`src/rtl/assert_macros.svh`:
```
// Assertion macros used by the top level of the RTL.
`ifndef ASSERT_MACROS_SVH
`define ASSERT_MACROS_SVH

`ifndef SYNTH
// Check prop on every rising clock edge outside reset.
`define KPC_ASSERT(label, clk, rst, prop, msg) \
   label: assert property (@(posedge clk) disable iff (rst) prop) else $error(msg);
// Check prop on every rising clock edge, reset included.
`define KPC_ASSERT_ALWAYS(label, clk, prop, msg) \
   label: assert property (@(posedge clk) prop) else $error(msg);
`else
`define KPC_ASSERT(label, clk, rst, prop, msg)
`define KPC_ASSERT_ALWAYS(label, clk, prop, msg)
`endif

`endif

```
`src/rtl/kpc_pkg.sv`:
```
// Types, constants and helper functions of the keypad PIN collector.
package kpc_pkg;

   localparam int unsigned MAX_DIGITS_DEF = 16;
   localparam int unsigned KEY_W          = 4;

   localparam logic [15:0] TIMEOUT_RESET = 16'd2000;
   localparam logic [3:0]  END_KEY_RESET = 4'd11;
   localparam logic [15:0] IDLE_MAX      = 16'hFFFF;
   localparam logic [5:0]  FRAME_BITS    = 6'd8;
   localparam logic [5:0]  TICK_BITS     = 6'd0;
   localparam logic [3:0]  KEY_ALIAS     = 4'h1;

   localparam logic OP_POLL = 1'b0;
   localparam logic OP_TAKE = 1'b1;

   localparam logic CSR_TIMEOUT = 1'b0;
   localparam logic CSR_END_KEY = 1'b1;

   typedef logic [4:0]       len_type;
   typedef logic [KEY_W-1:0] key_type;

   typedef enum logic [3:0] {
      ST_IDLE = 4'b0001,
      ST_EXEC = 4'b0010,
      ST_READ = 4'b0100,
      ST_SEND = 4'b1000
   } state_type;

   typedef struct packed {
      logic    ready_res;
      len_type pin_length;
      key_type key_code;
      logic    key_seen;
      logic    frame_error;
      logic    overflow;
      key_type digit;
      logic    digit_valid;
      logic    last;
   } rsp_type;

   // Key is the inverted top nibble; codes 12 to 15 alias to key 1.
   function automatic key_type decode_key(input logic [7:0] frame);
      key_type k;
      k = ~frame[7:4];
      if (k[3:2] == 2'b11) begin
         k = KEY_ALIAS;
      end
      return k;
   endfunction

endpackage

```
`src/rtl/kpc_if.sv`:
```
// Request and response channel interfaces of the keypad PIN collector.
interface kpc_req_if;
   logic       valid;
   logic       ready;
   logic       op;
   logic [5:0] bit_count;
   logic [7:0] frame_byte;

   modport source (output valid, output op, output bit_count, output frame_byte,
                   input ready);
   modport sink   (input valid, input op, input bit_count, input frame_byte,
                   output ready);
endinterface

interface kpc_rsp_if;
   logic       valid;
   logic       ready;
   logic       ready_res;
   logic [4:0] pin_length;
   logic [3:0] key_code;
   logic       key_seen;
   logic       frame_error;
   logic       overflow;
   logic [3:0] digit;
   logic       digit_valid;
   logic       last;

   modport source (output valid, output ready_res, output pin_length, output key_code,
                   output key_seen, output frame_error, output overflow, output digit,
                   output digit_valid, output last, input ready);
   modport sink   (input valid, input ready_res, input pin_length, input key_code,
                   input key_seen, input frame_error, input overflow, input digit,
                   input digit_valid, input last, output ready);
endinterface

```
`src/rtl/keypad_pin_collector_unit.sv`:
```
// Top level of the keypad PIN collector: sequencer, state registers, result register.
//
//   channel   dir   handshake        payload
//   req_chan  in    valid / ready    op, bit_count, frame_byte
//   rsp_chan  out   valid / ready    ready_res .. last (one or more per request)
//   csr_*     in    csr_we           csr_index, csr_wdata
//
// A poll or frame request is accepted, then completed in one execute step.
// A take request is accepted and executed, then each stored digit is read from memory and sent,
// as the digit memory has a single read port and the incrementer is shared.
// Reset is synchronous; it clears counters and flags, the digit memory is not cleared.
// The execute and send steps stall while the result register still holds an untaken result.
`include "assert_macros.svh"

module keypad_pin_collector_unit #(
   parameter int unsigned MAX_DIGITS = kpc_pkg::MAX_DIGITS_DEF
) (
   input  logic             clock,
   input  logic             reset,
   kpc_req_if.sink          req_chan,
   kpc_rsp_if.source        rsp_chan,
   input  logic             csr_we,
   input  logic             csr_index,
   input  logic [15:0]      csr_wdata
);

   localparam int unsigned CNT_W  = $clog2(MAX_DIGITS + 1);
   localparam int unsigned ADDR_W = $clog2(MAX_DIGITS);

   typedef logic [CNT_W-1:0] cnt_type;

   localparam cnt_type MAX_CNT = cnt_type'(MAX_DIGITS);

   kpc_pkg::state_type state_ff, state_in;

   logic [15:0]      timeout_ff, timeout_in;
   kpc_pkg::key_type end_key_ff, end_key_in;
   logic [15:0]      idle_ff, idle_in;
   cnt_type          count_ff, count_in;
   logic             ready_ff, ready_in;
   cnt_type          idx_ff, idx_in;

   logic             op_ff;
   logic [5:0]       bits_ff;
   logic [7:0]       byte_ff;

   kpc_pkg::rsp_type rsp_ff, rsp_in;
   logic             rsp_valid_ff, rsp_valid_in;
   logic             rsp_load;
   logic             slot_free;

   logic [15:0]      inc_a;
   logic [15:0]      inc_sum;
   logic [15:0]      idle_next;
   kpc_pkg::key_type key;
   logic             req_fire;

   logic             mem_we;
   logic             mem_re;
   kpc_pkg::key_type mem_rdata;

   logic             take_done;

   kpc_digit_store #(
      .DEPTH (MAX_DIGITS)
   ) u_store (
      .clock   (clock),
      .wr_en   (mem_we),
      .wr_addr (count_ff[ADDR_W-1:0]),
      .wr_data (key),
      .rd_en   (mem_re),
      .rd_addr (idx_ff[ADDR_W-1:0]),
      .rd_data (mem_rdata)
   );

   assign req_chan.ready = (state_ff == kpc_pkg::ST_IDLE);
   assign req_fire       = req_chan.valid && req_chan.ready;
   assign slot_free      = !rsp_valid_ff || rsp_chan.ready;
   assign key            = kpc_pkg::decode_key(byte_ff);

   // Shared incrementer: idle ticks, digit count or take index.
   always_comb begin
      inc_a = 16'(count_ff);
      unique case (state_ff)
         kpc_pkg::ST_EXEC: begin
            if (bits_ff == kpc_pkg::TICK_BITS) begin
               inc_a = idle_ff;
            end
         end
         kpc_pkg::ST_SEND: inc_a = 16'(idx_ff);
         default: inc_a = 16'(count_ff);
      endcase
   end

   assign inc_sum   = inc_a + 16'd1;
   assign idle_next = (idle_ff == kpc_pkg::IDLE_MAX) ? idle_ff : inc_sum;

   always_comb begin
      state_in   = state_ff;
      timeout_in = timeout_ff;
      end_key_in = end_key_ff;
      idle_in    = idle_ff;
      count_in   = count_ff;
      ready_in   = ready_ff;
      idx_in     = idx_ff;
      rsp_in     = rsp_ff;
      rsp_load   = 1'b0;
      mem_we     = 1'b0;
      mem_re     = 1'b0;

      if (csr_we) begin
         unique case (csr_index)
            kpc_pkg::CSR_TIMEOUT: timeout_in = csr_wdata;
            kpc_pkg::CSR_END_KEY: end_key_in = csr_wdata[3:0];
         endcase
      end

      unique case (state_ff)
         kpc_pkg::ST_IDLE: begin
            if (req_fire) begin
               state_in = kpc_pkg::ST_EXEC;
            end
         end
         kpc_pkg::ST_EXEC: begin
            if (slot_free) begin
               rsp_in             = '0;
               rsp_in.last        = 1'b1;
               state_in           = kpc_pkg::ST_IDLE;
               if (op_ff == kpc_pkg::OP_TAKE) begin
                  idx_in = '0;
                  if (count_ff != '0) begin
                     state_in = kpc_pkg::ST_READ;
                  end else begin
                     ready_in = 1'b0;
                     rsp_load = 1'b1;
                  end
               end else begin
                  rsp_load = 1'b1;
                  if (bits_ff == kpc_pkg::TICK_BITS) begin
                     idle_in = idle_next;
                     if (idle_next > timeout_ff) begin
                        ready_in = (count_ff != '0);
                     end
                  end else if (bits_ff != kpc_pkg::FRAME_BITS) begin
                     rsp_in.frame_error = 1'b1;
                     count_in           = '0;
                     ready_in           = 1'b0;
                  end else begin
                     idle_in         = '0;
                     rsp_in.key_code = key;
                     rsp_in.key_seen = 1'b1;
                     if (key == end_key_ff) begin
                        ready_in = (count_ff != '0);
                     end else if (count_ff != MAX_CNT) begin
                        mem_we   = 1'b1;
                        count_in = inc_sum[CNT_W-1:0];
                     end else begin
                        rsp_in.overflow = 1'b1;
                     end
                  end
                  rsp_in.ready_res  = ready_in;
                  rsp_in.pin_length = kpc_pkg::len_type'(count_in);
               end
            end
         end
         kpc_pkg::ST_READ: begin
            mem_re   = 1'b1;
            state_in = kpc_pkg::ST_SEND;
         end
         kpc_pkg::ST_SEND: begin
            if (slot_free) begin
               rsp_load           = 1'b1;
               rsp_in             = '0;
               rsp_in.digit       = mem_rdata;
               rsp_in.digit_valid = 1'b1;
               rsp_in.last        = (inc_sum[CNT_W-1:0] == count_ff);
               idx_in             = inc_sum[CNT_W-1:0];
               if (rsp_in.last) begin
                  count_in = '0;
                  ready_in = 1'b0;
                  state_in = kpc_pkg::ST_IDLE;
               end else begin
                  state_in = kpc_pkg::ST_READ;
               end
            end
         end
         default: state_in = kpc_pkg::ST_IDLE;
      endcase
   end

   always_comb begin
      rsp_valid_in = rsp_valid_ff;
      if (rsp_load) begin
         rsp_valid_in = 1'b1;
      end else if (rsp_chan.ready) begin
         rsp_valid_in = 1'b0;
      end
   end

   always_ff @(posedge clock) begin
      if (reset) begin
         state_ff     <= kpc_pkg::ST_IDLE;
         timeout_ff   <= kpc_pkg::TIMEOUT_RESET;
         end_key_ff   <= kpc_pkg::END_KEY_RESET;
         idle_ff      <= '0;
         count_ff     <= '0;
         ready_ff     <= 1'b0;
         idx_ff       <= '0;
         rsp_valid_ff <= 1'b0;
      end else begin
         state_ff     <= state_in;
         timeout_ff   <= timeout_in;
         end_key_ff   <= end_key_in;
         idle_ff      <= idle_in;
         count_ff     <= count_in;
         ready_ff     <= ready_in;
         idx_ff       <= idx_in;
         rsp_valid_ff <= rsp_valid_in;
      end
   end

   // Capture the request payload and register the next response.
   always_ff @(posedge clock) begin
      if (req_fire) begin
         op_ff   <= req_chan.op;
         bits_ff <= req_chan.bit_count;
         byte_ff <= req_chan.frame_byte;
      end
      rsp_ff <= rsp_in;
   end

   assign rsp_chan.valid       = rsp_valid_ff;
   assign rsp_chan.ready_res   = rsp_ff.ready_res;
   assign rsp_chan.pin_length  = rsp_ff.pin_length;
   assign rsp_chan.key_code    = rsp_ff.key_code;
   assign rsp_chan.key_seen    = rsp_ff.key_seen;
   assign rsp_chan.frame_error = rsp_ff.frame_error;
   assign rsp_chan.overflow    = rsp_ff.overflow;
   assign rsp_chan.digit       = rsp_ff.digit;
   assign rsp_chan.digit_valid = rsp_ff.digit_valid;
   assign rsp_chan.last        = rsp_ff.last;

   assign take_done = rsp_load && rsp_in.digit_valid && rsp_in.last;

   `KPC_ASSERT(a_count_bound, clock, reset, count_ff <= MAX_CNT, "digit count beyond depth")
   `KPC_ASSERT(a_ready_needs_digits, clock, reset, ready_ff |-> (count_ff != '0), "no digits")
   `KPC_ASSERT(a_write_in_range, clock, reset, mem_we |-> (count_ff != MAX_CNT), "write past store")
   `KPC_ASSERT(a_take_clears, clock, reset, take_done |=> (!ready_ff && count_ff == '0), "PIN kept")
   `KPC_ASSERT(a_busy_after_accept, clock, reset, req_fire |=> !req_chan.ready, "accepted while busy")

endmodule

```
`src/rtl/kpc_digit_store.sv`:
```
// PIN digit memory: one write port, one read port with registered data.
module kpc_digit_store #(
   parameter  int unsigned DEPTH  = kpc_pkg::MAX_DIGITS_DEF,
   localparam int unsigned ADDR_W = $clog2(DEPTH)
) (
   input  logic                  clock,
   input  logic                  wr_en,
   input  logic [ADDR_W-1:0]     wr_addr,
   input  kpc_pkg::key_type      wr_data,
   input  logic                  rd_en,
   input  logic [ADDR_W-1:0]     rd_addr,
   output kpc_pkg::key_type      rd_data
);

   kpc_pkg::key_type mem [DEPTH];
   kpc_pkg::key_type rd_data_ff;

   always_ff @(posedge clock) begin
      if (wr_en) begin
         mem[wr_addr] <= wr_data;
      end
   end

   // Hold read data until the next read.
   always_ff @(posedge clock) begin
      if (rd_en) begin
         rd_data_ff <= mem[rd_addr];
      end
   end

   assign rd_data = rd_data_ff;

endmodule

```
`src/flat_wrapper.sv`:
```
// flat-port wrapper written by rule: the top's interface ports become plain ports
module keypad_pin_collector_unit_flat 
#(
   parameter int unsigned MAX_DIGITS = kpc_pkg::MAX_DIGITS_DEF
)
  (clock, reset, csr_we, csr_index, csr_wdata, req_chan_valid, req_chan_op, req_chan_bit_count, req_chan_frame_byte, req_chan_ready, rsp_chan_valid, rsp_chan_ready_res, rsp_chan_pin_length, rsp_chan_key_code, rsp_chan_key_seen, rsp_chan_frame_error, rsp_chan_overflow, rsp_chan_digit, rsp_chan_digit_valid, rsp_chan_last, rsp_chan_ready);
  kpc_req_if req_chan_i ();
  kpc_rsp_if rsp_chan_i ();
  input  logic clock;
  input  logic reset;
  input  logic csr_we;
  input  logic csr_index;
  input  logic [15:0] csr_wdata;
  input wire logic [$bits(req_chan_i.valid)-1:0] req_chan_valid;
  input wire logic [$bits(req_chan_i.op)-1:0] req_chan_op;
  input wire logic [$bits(req_chan_i.bit_count)-1:0] req_chan_bit_count;
  input wire logic [$bits(req_chan_i.frame_byte)-1:0] req_chan_frame_byte;
  output wire logic [$bits(req_chan_i.ready)-1:0] req_chan_ready;
  output wire logic [$bits(rsp_chan_i.valid)-1:0] rsp_chan_valid;
  output wire logic [$bits(rsp_chan_i.ready_res)-1:0] rsp_chan_ready_res;
  output wire logic [$bits(rsp_chan_i.pin_length)-1:0] rsp_chan_pin_length;
  output wire logic [$bits(rsp_chan_i.key_code)-1:0] rsp_chan_key_code;
  output wire logic [$bits(rsp_chan_i.key_seen)-1:0] rsp_chan_key_seen;
  output wire logic [$bits(rsp_chan_i.frame_error)-1:0] rsp_chan_frame_error;
  output wire logic [$bits(rsp_chan_i.overflow)-1:0] rsp_chan_overflow;
  output wire logic [$bits(rsp_chan_i.digit)-1:0] rsp_chan_digit;
  output wire logic [$bits(rsp_chan_i.digit_valid)-1:0] rsp_chan_digit_valid;
  output wire logic [$bits(rsp_chan_i.last)-1:0] rsp_chan_last;
  input wire logic [$bits(rsp_chan_i.ready)-1:0] rsp_chan_ready;
  assign req_chan_i.valid = req_chan_valid;
  assign req_chan_i.op = req_chan_op;
  assign req_chan_i.bit_count = req_chan_bit_count;
  assign req_chan_i.frame_byte = req_chan_frame_byte;
  assign req_chan_ready = req_chan_i.ready;
  assign rsp_chan_valid = rsp_chan_i.valid;
  assign rsp_chan_ready_res = rsp_chan_i.ready_res;
  assign rsp_chan_pin_length = rsp_chan_i.pin_length;
  assign rsp_chan_key_code = rsp_chan_i.key_code;
  assign rsp_chan_key_seen = rsp_chan_i.key_seen;
  assign rsp_chan_frame_error = rsp_chan_i.frame_error;
  assign rsp_chan_overflow = rsp_chan_i.overflow;
  assign rsp_chan_digit = rsp_chan_i.digit;
  assign rsp_chan_digit_valid = rsp_chan_i.digit_valid;
  assign rsp_chan_last = rsp_chan_i.last;
  assign rsp_chan_i.ready = rsp_chan_ready;
  keypad_pin_collector_unit #(.MAX_DIGITS(MAX_DIGITS)) u_core (.clock(clock), .reset(reset), .req_chan(req_chan_i), .rsp_chan(rsp_chan_i), .csr_we(csr_we), .csr_index(csr_index), .csr_wdata(csr_wdata));
endmodule
```
`config.mk`:
```
export PLATFORM = sky130hd
export DESIGN_NAME = keypad_pin_collector_unit_flat
export DESIGN_NICKNAME = d
export VERILOG_FILES = /design/src/rtl/kpc_pkg.sv /design/src/rtl/kpc_if.sv /design/src/rtl/keypad_pin_collector_unit.sv /design/src/rtl/kpc_digit_store.sv /design/src/flat_wrapper.sv
export VERILOG_INCLUDE_DIRS = /design/src /design/src/rtl
export SDC_FILE = /design/constraint.sdc
export NUM_CORES = 1
export LEC_CHECK = 0
export ABC_AREA = 1
export BUFFER_PORTS_ARGS = -buffer_cell sky130_fd_sc_hd__buf_2
export CORE_MARGIN = 3
export CORE_UTILIZATION = 53
export DETAILED_ROUTE_END_ITERATION = 7
export PLACE_DENSITY = 0.75
export SETUP_SLACK_MARGIN = 0.15
export SLEW_MARGIN = 10
export SYNTH_ARGS = -nofsm -noshare
export SYNTH_HDL_FRONTEND = slang
export SYNTH_SLANG_ARGS = --single-unit
```
`constraint.sdc`:
```
create_clock -name clock -period 3.1 [get_ports clock]
set_input_delay 0.465 -clock clock [delete_from_list [all_inputs] [get_ports clock]]
set_output_delay 0.465 -clock clock [all_outputs]
set_load 0.03 [all_outputs]
```
==> results of run 1 <==
-- layout make-up --
class | instances | area [sq um] | share of cell area
Clock buffer | 17 | 425 | 0.0450
Clock inverter | 15 | 226 | 0.0240
Inverter | 102 | 393 | 0.0416
Multi-Input combinational cell | 551 | 3230 | 0.342
Sequential cell | 150 | 3990 | 0.422
Tap cell | 176 | 220 | 0.0233
Timing Repair Buffer | 145 | 967 | 0.102
-- repair_timing --
item                                    4_1_cts  5_1_grt
setup buffers                                 7        5
endpoints found under the setup margin       22       67
pin swaps                                    21       15
gates resized for setup                      27       30
-- where the power goes --
group / switching [mW] / internal (mW) / leakage (nW)
logic: 0.233 / 0.131 / 2.13
registers: 0.0248 / 2.18 / 1.29
clock network: 0.846 / 1.43 / 0.313
total: 1.10 / 3.74 / 3.73
-- layout by cell type (no fill, tap or decap), types with 4 or more instances in the layout --
master / synthesis / routed
ha_1: 17 / 15
inv_1: 91 / 89
mux2i_1: 13 / 13
o221ai_1: 13 / 13
nand3_4: 1 / 4
nor2_1: 103 / 84
nand2_1: 149 / 145
o22ai_1: 4 / 4
nor3_1: 18 / 16
a21oi_1: 51 / 49
inv_2: 7 / 9
bufinv_16: 0 / 5
clkbuf_16: 0 / 17
nor2_4: 7 / 14
o211ai_1: 11 / 11
nand2_4: 5 / 4
buf_4: 0 / 89
nand3_1: 54 / 44
clkinv_4: 1 / 5
nand4_1: 12 / 12
buf_2: 2 / 53
o21ai_0: 44 / 43
dfxtp_1: 52 / 49
xor2_1: 8 / 8
nand2_2: 6 / 10
edfxtp_1: 98 / 98
nand3_2: 5 / 12
nor2_2: 7 / 19
-- per-layer routing --
layer,up-vias,track usage,share of wire
met1,2978,0.336,0.42
met4,0,0.103,0.027
li1,3107,-,-
met2,298,0.390,0.46
met5,-,0,0
met3,57,0.0609,0.088
-- kinds of logic after synthesis --
| group | synth area share |
|---|---|
| simple gates | 0.230 |
| flops | 0.534 |
| compound gates | 0.109 |
| buf+inv | 0.0684 |
| fa+ha+maj | 0.0285 |
| mux | 0.0174 |
| xor+xnor | 0.0127 |
-- final timing paths --
| kind | start | to | slack [ns] | cells after the start |
|---|---|---|---|---|
| hold / removal | req_chan_bit_count[4] | u_core.bits_ff[4] | 0.21 | 1 |
| setup / recovery | u_core.bits_ff[5] | u_core.ready_ff | -0.46 | 28 |
| hold reg to reg | u_core.idx_ff[4] | u_core.idx_ff[4] | 0.47 | 2 |
| setup reg to reg | u_core.bits_ff[5] | u_core.ready_ff | -0.46 | 28 |
-- stage by stage --
step,instances,cell area [sq um],hold slack [ns],utilization
2_1_floorplan,831,7510,0.433,-
3_3_place_gp,1112,8470,0.444,0.627
3_5_place_dp,1112,8470,0.458,0.627
4_1_cts,1151,9290,0.191,0.688
5_1_grt,1156,9450,0.197,0.699
6_report,1156,9450,0.207,0.699
-- worst max-delay path: cells and delay by family (launching register included) --
family / cells / cell delay [ns]
AND/OR/NAND/NOR: 23 / 2.28
adder cells (fa/ha/maj): 2 / 0.47
flip-flops: 1 / 0.41
buffers and inverters: 2 / 0.22
XOR/XNOR: 1 / 0.07
-- flip-flops by register name (all words and copies together), names as in the netlist, 5 cells and up --
signal,count
u_core.bits_ff,6
u_core.count_ff,5
u_core.idle_ff,16
u_core.idx_ff,5
u_core.rsp_chan.pin_length,5
u_core.timeout_ff,16
u_core.u_store.mem,64
==> flow_summary_export.csv, run 1 <==
group,metric,value,unit
worst_setup_path,cp-start-kind,"register",
sta,worst_pin_slew,0.800,ns
worst_setup_path,critPathMaxFanout,6,
sta,fin_setup_tns,-0.866,ns
clock_tree,clk_latency,0.43,ns
sta,fmax,0.281,GHz
route,drc,0,
sta,layout_setup_ws,-0.464,ns
grt,grt_pass1_wl,30900,um
placed_design,gp_congestion,0.946,
power_and_ir_drop,vdd_drop_max,464,uV
worst_setup_path,endpoint_kind,"register",
finish,areaGrowthSynthToFinish,26.5,%
grt,grt_pass1_vias,6258,
sta,drv_slew,0,
sta,relSlewSlack,0.465,
logic_synthesis,synthCells,831,
finish,drive_gt1_frac,0.273,
clock_tree,cts_htree_levels,4,
sta,rsz0062_at_grt,"true",
finish,n_antenna_cell,0,
worst_setup_path,cp_common_cell,"nand2_1",
clock_tree,hold_buffers,0,
power_and_ir_drop,cellLeakagePower,3.73,nW
logic_synthesis,synth_nets,885,
logic_synthesis,synth_edf_count,98,
route,wl_per_cell,16.6,um
logic_synthesis,synth.largest_area_cell,"edfxtp_1",
logic_synthesis,netlist.area_leader.share,0.394,
finish,num-fill-cells,976,
run_status,violations,"negative setup slack",
sta,hold_viol_final,0,
route,wirelength,19200,um
grt,grt_max_degree,34,
finish,nNetsFinal,1021,
floorplan,rows,42,
logic_synthesis,ys_top_cells_by_area,"edfxtp_1, dfxtp_1, nand2_1",
sta,fin_crit_sh,1.15,
logic_synthesis,async_flop_share,0,
floorplan,die_x,125,um
floorplan,die_area,15500,sq um
floorplan,initial_core_util,0.553,
worst_setup_path,worst_path_max_delay_cell,"edfxtp_1",
logic_synthesis,synth_area_per_cell,8.99,sq um
grt,overflow,0,
clock_tree,cts_made_buffers,17,
floorplan,io_pins,58,
logic_synthesis,ys_seq_elements,150,
route,drtIter0Drc,685,
worst_setup_path,cp.required,3.43,ns
route,via_count,6440,
grt,grt.total_usage,0.250,
flow_run,max_cap_viol_count,0,
worst_setup_path,crit_type,"register to register",
power_and_ir_drop,power_density,513,nW/um^2
worst_setup_path,cp_data_arrival_time,3.89,ns
placed_design,io_buffer_count,53,
sta,fin_crit,3.56,ns
placed_design,dp_hpwl,13200,um
clock_tree,cts_tree,"built",
route,ant_nets,0,
min_path,hold_class,"primary input to register",
sta,fin_skew,0.00577,ns
clock_tree,cts_max_path_buffers,2,
route,first_pass_iters,5,
placed_design,pre_cts_ws,-0.366,ns
logic_synthesis,synth_ff_type,"edfxtp_1",
power_and_ir_drop,power,4.85,mW
logic_synthesis,synth_area,7470,sq um
clock_tree,clk_pin_slew,0.06,ns
floorplan,core_area,13500,sq um
run_status,status,"finished, violations left",
logic_synthesis,synth.top_cells.by_count,"nand2_1, nor2_1, edfxtp_1, inv_1, nand3_1",
clock_tree,cts_sinks,150,
worst_setup_path,cp_slowest_stage_delay,0.41,ns
clock_tree,cts_root_buf,"clkbuf_16",
logic_synthesis,synth.most_common_cell,"nand2_1",
logic_synthesis,ys_seq_area_frac,0.534,
sta,finalSetupViolations,2,
logic_synthesis,yosysWarnings,0,
route,vias_per_cell,5.57,
grt,antenna_found_initial,0,
floorplan,die_h,125,um
logic_synthesis,synth_cell_types,46,
Power figures use the tool's default switching activity.
==> run 2: changes to the inputs <==
SKIP_CTS_REPAIR_TIMING = 1   (was unset)
==> flow_summary_export.csv, run 2 (synthesized netlist as in run 1, its figures left out) <==
group,metric,value,unit
floorplan,io_pins,58,
worst_setup_path,critPathMaxFanout,5,
clock_tree,cts_max_path_buffers,2,
sta,fin_skew,0.00799,ns
grt,overflow,0,
route,via_count,6390,
clock_tree,cts_made_buffers,17,
route,ant_nets,0,
clock_tree,clk_pin_slew,0.06,ns
floorplan,die_x,125,um
sta,hold_viol_final,0,
sta,finalSetupViolations,2,
floorplan,die_h,125,um
sta,holdWs,0.208,ns
grt,grt_pass1_vias,6147,
run_status,status,"finished, violations left",
finish,nNetsFinal,1017,
worst_setup_path,cp_data_arrival_time,3.89,ns
sta,relSlewSlack,0.465,
placed_design,gp_congestion,0.946,
worst_setup_path,crit_type,"register to register",
clock_tree,cts_sinks,150,
route,drtIter0Drc,563,
clock_tree,clk_latency,0.44,ns
power_and_ir_drop,vdd_drop_max,463,uV
finish,final_util,0.691,
floorplan,initial_core_util,0.553,
grt,antenna_found_initial,0,
sta,layout_setup_ws,-0.464,ns
worst_setup_path,cp-start-kind,"register",
sta,drv_slew,0,
run_status,violations,"negative setup slack",
finish,final_common_cell,"nand2_1",
worst_setup_path,endpoint_kind,"register",
finish,n_antenna_cell,0,
floorplan,rows,42,
sta,fin_crit_sh,1.15,
finish,areaGrowthSynthToFinish,25.1,%
flow_run,max_cap_viol_count,0,
sta,worst_pin_slew,0.800,ns
clock_tree,cts_tree,"built",
sta,rsz0062_at_grt,"true",
finish,top_regs,"u_core.u_store.mem x64, u_core.idle_ff x16, u_core.timeout_ff x16",
grt,grt_max_degree,34,
placed_design,dp_hpwl,13200,um
sta,fmax,0.281,GHz
power_and_ir_drop,power_density,518,nW/um^2
finish,largest_reg_flops,64,
grt,grt_pass1_wl,30300,um
worst_setup_path,cp.required,3.43,ns
route,vias_per_cell,5.55,
power_and_ir_drop,cellLeakagePower,3.69,nW
route,wl_per_cell,16.4,um
sta,fin_crit,3.56,ns
finish,num-fill-cells,996,
floorplan,die_area,15500,sq um
finish,regMostFlops,"u_core.u_store.mem",
min_path,hold_class,"primary input to register",
grt,grt.total_usage,0.245,
floorplan,core_area,13500,sq um
worst_setup_path,r2r_slack,-0.46,ns
route,wirelength,18900,um
route,first_pass_iters,5,
finish,layout_common_cells,"nand2_1, edfxtp_1, inv_1",
clock_tree,cts_root_buf,"clkbuf_16",
finish,drive_gt1_frac,0.264,
route,drc,0,
clock_tree,cts_htree_levels,4,
placed_design,io_buffer_count,53,
run 2: final cells by class:
type,instances,area (sq um),share of cell area
inverters,102,389,0.0417
flip-flops and latches,150,3990,0.427
well taps,176,220,0.0236
clock inverters,15,226,0.0242
repair buffers,141,930,0.0995
multi-input cells,551,3160,0.339
clock buffers,17,425,0.0456
run 2: per-layer routing:
metal	vias up	wire [um]	track usage
met2	302	8640	0.377
met3	51	1660	0.0557
met1	2933	8160	0.335
met5	-	0	0
li1	3104	-	-
met4	0	473	0.103
run 2: per-stage QoR:
step / setup TNS (ns) / cell area, sq um / instances / total power, mW / setup WS [ns]
after floorplan: 0 / 7510 / 831 / 2.44 / 0.00461
after global placement: -0.570 / 8470 / 1112 / 2.57 / -0.286
after detailed placement: -0.712 / 8470 / 1112 / 2.58 / -0.366
after CTS: -0.916 / 9130 / 1144 / 4.85 / -0.487
after global routing: -1.36 / 9340 / 1152 / 4.99 / -0.717
final: -0.876 / 9340 / 1152 / 4.84 / -0.464
run 2: report_power, final:
group	switching (mW)	internal, mW
sequential	0.0245	2.18
clock	0.844	1.43
combinational	0.230	0.130
total	1.10	3.74
run 2: final timing paths:
check | start | endpoint | cells after the start
worst max-delay path | u_core.bits_ff[2] | u_core.ready_ff | 24
worst min-delay path | req_chan_bit_count[4] | u_core.bits_ff[4] | 1
worst max register to register | u_core.bits_ff[2] | u_core.ready_ff | 24
worst min register to register | u_core.idx_ff[4] | u_core.idx_ff[4] | 2
run 2: worst max-delay path, stage by stage (launching register included):
cell and delay [ns]:
edfxtp_1 0.44, nor2_4 0.17, inv_2 0.06, nor2_4 0.18, buf_6 0.14, nand3_2 0.06
nand3_2 0.10, nand2_2 0.07, nor2_2 0.09, nand2_2 0.09, nor2_4 0.20, nand4_1 0.18
xnor2_2 0.19, ha_1 0.30, nand4_1 0.13, nor2_2 0.18, nand4_1 0.23, nand2_1 0.13
nand2_1 0.06, nand3_1 0.08, nand2_1 0.08, nand2_2 0.07, nand4_1 0.09, nand2_1 0.08
nor2_1 0.05
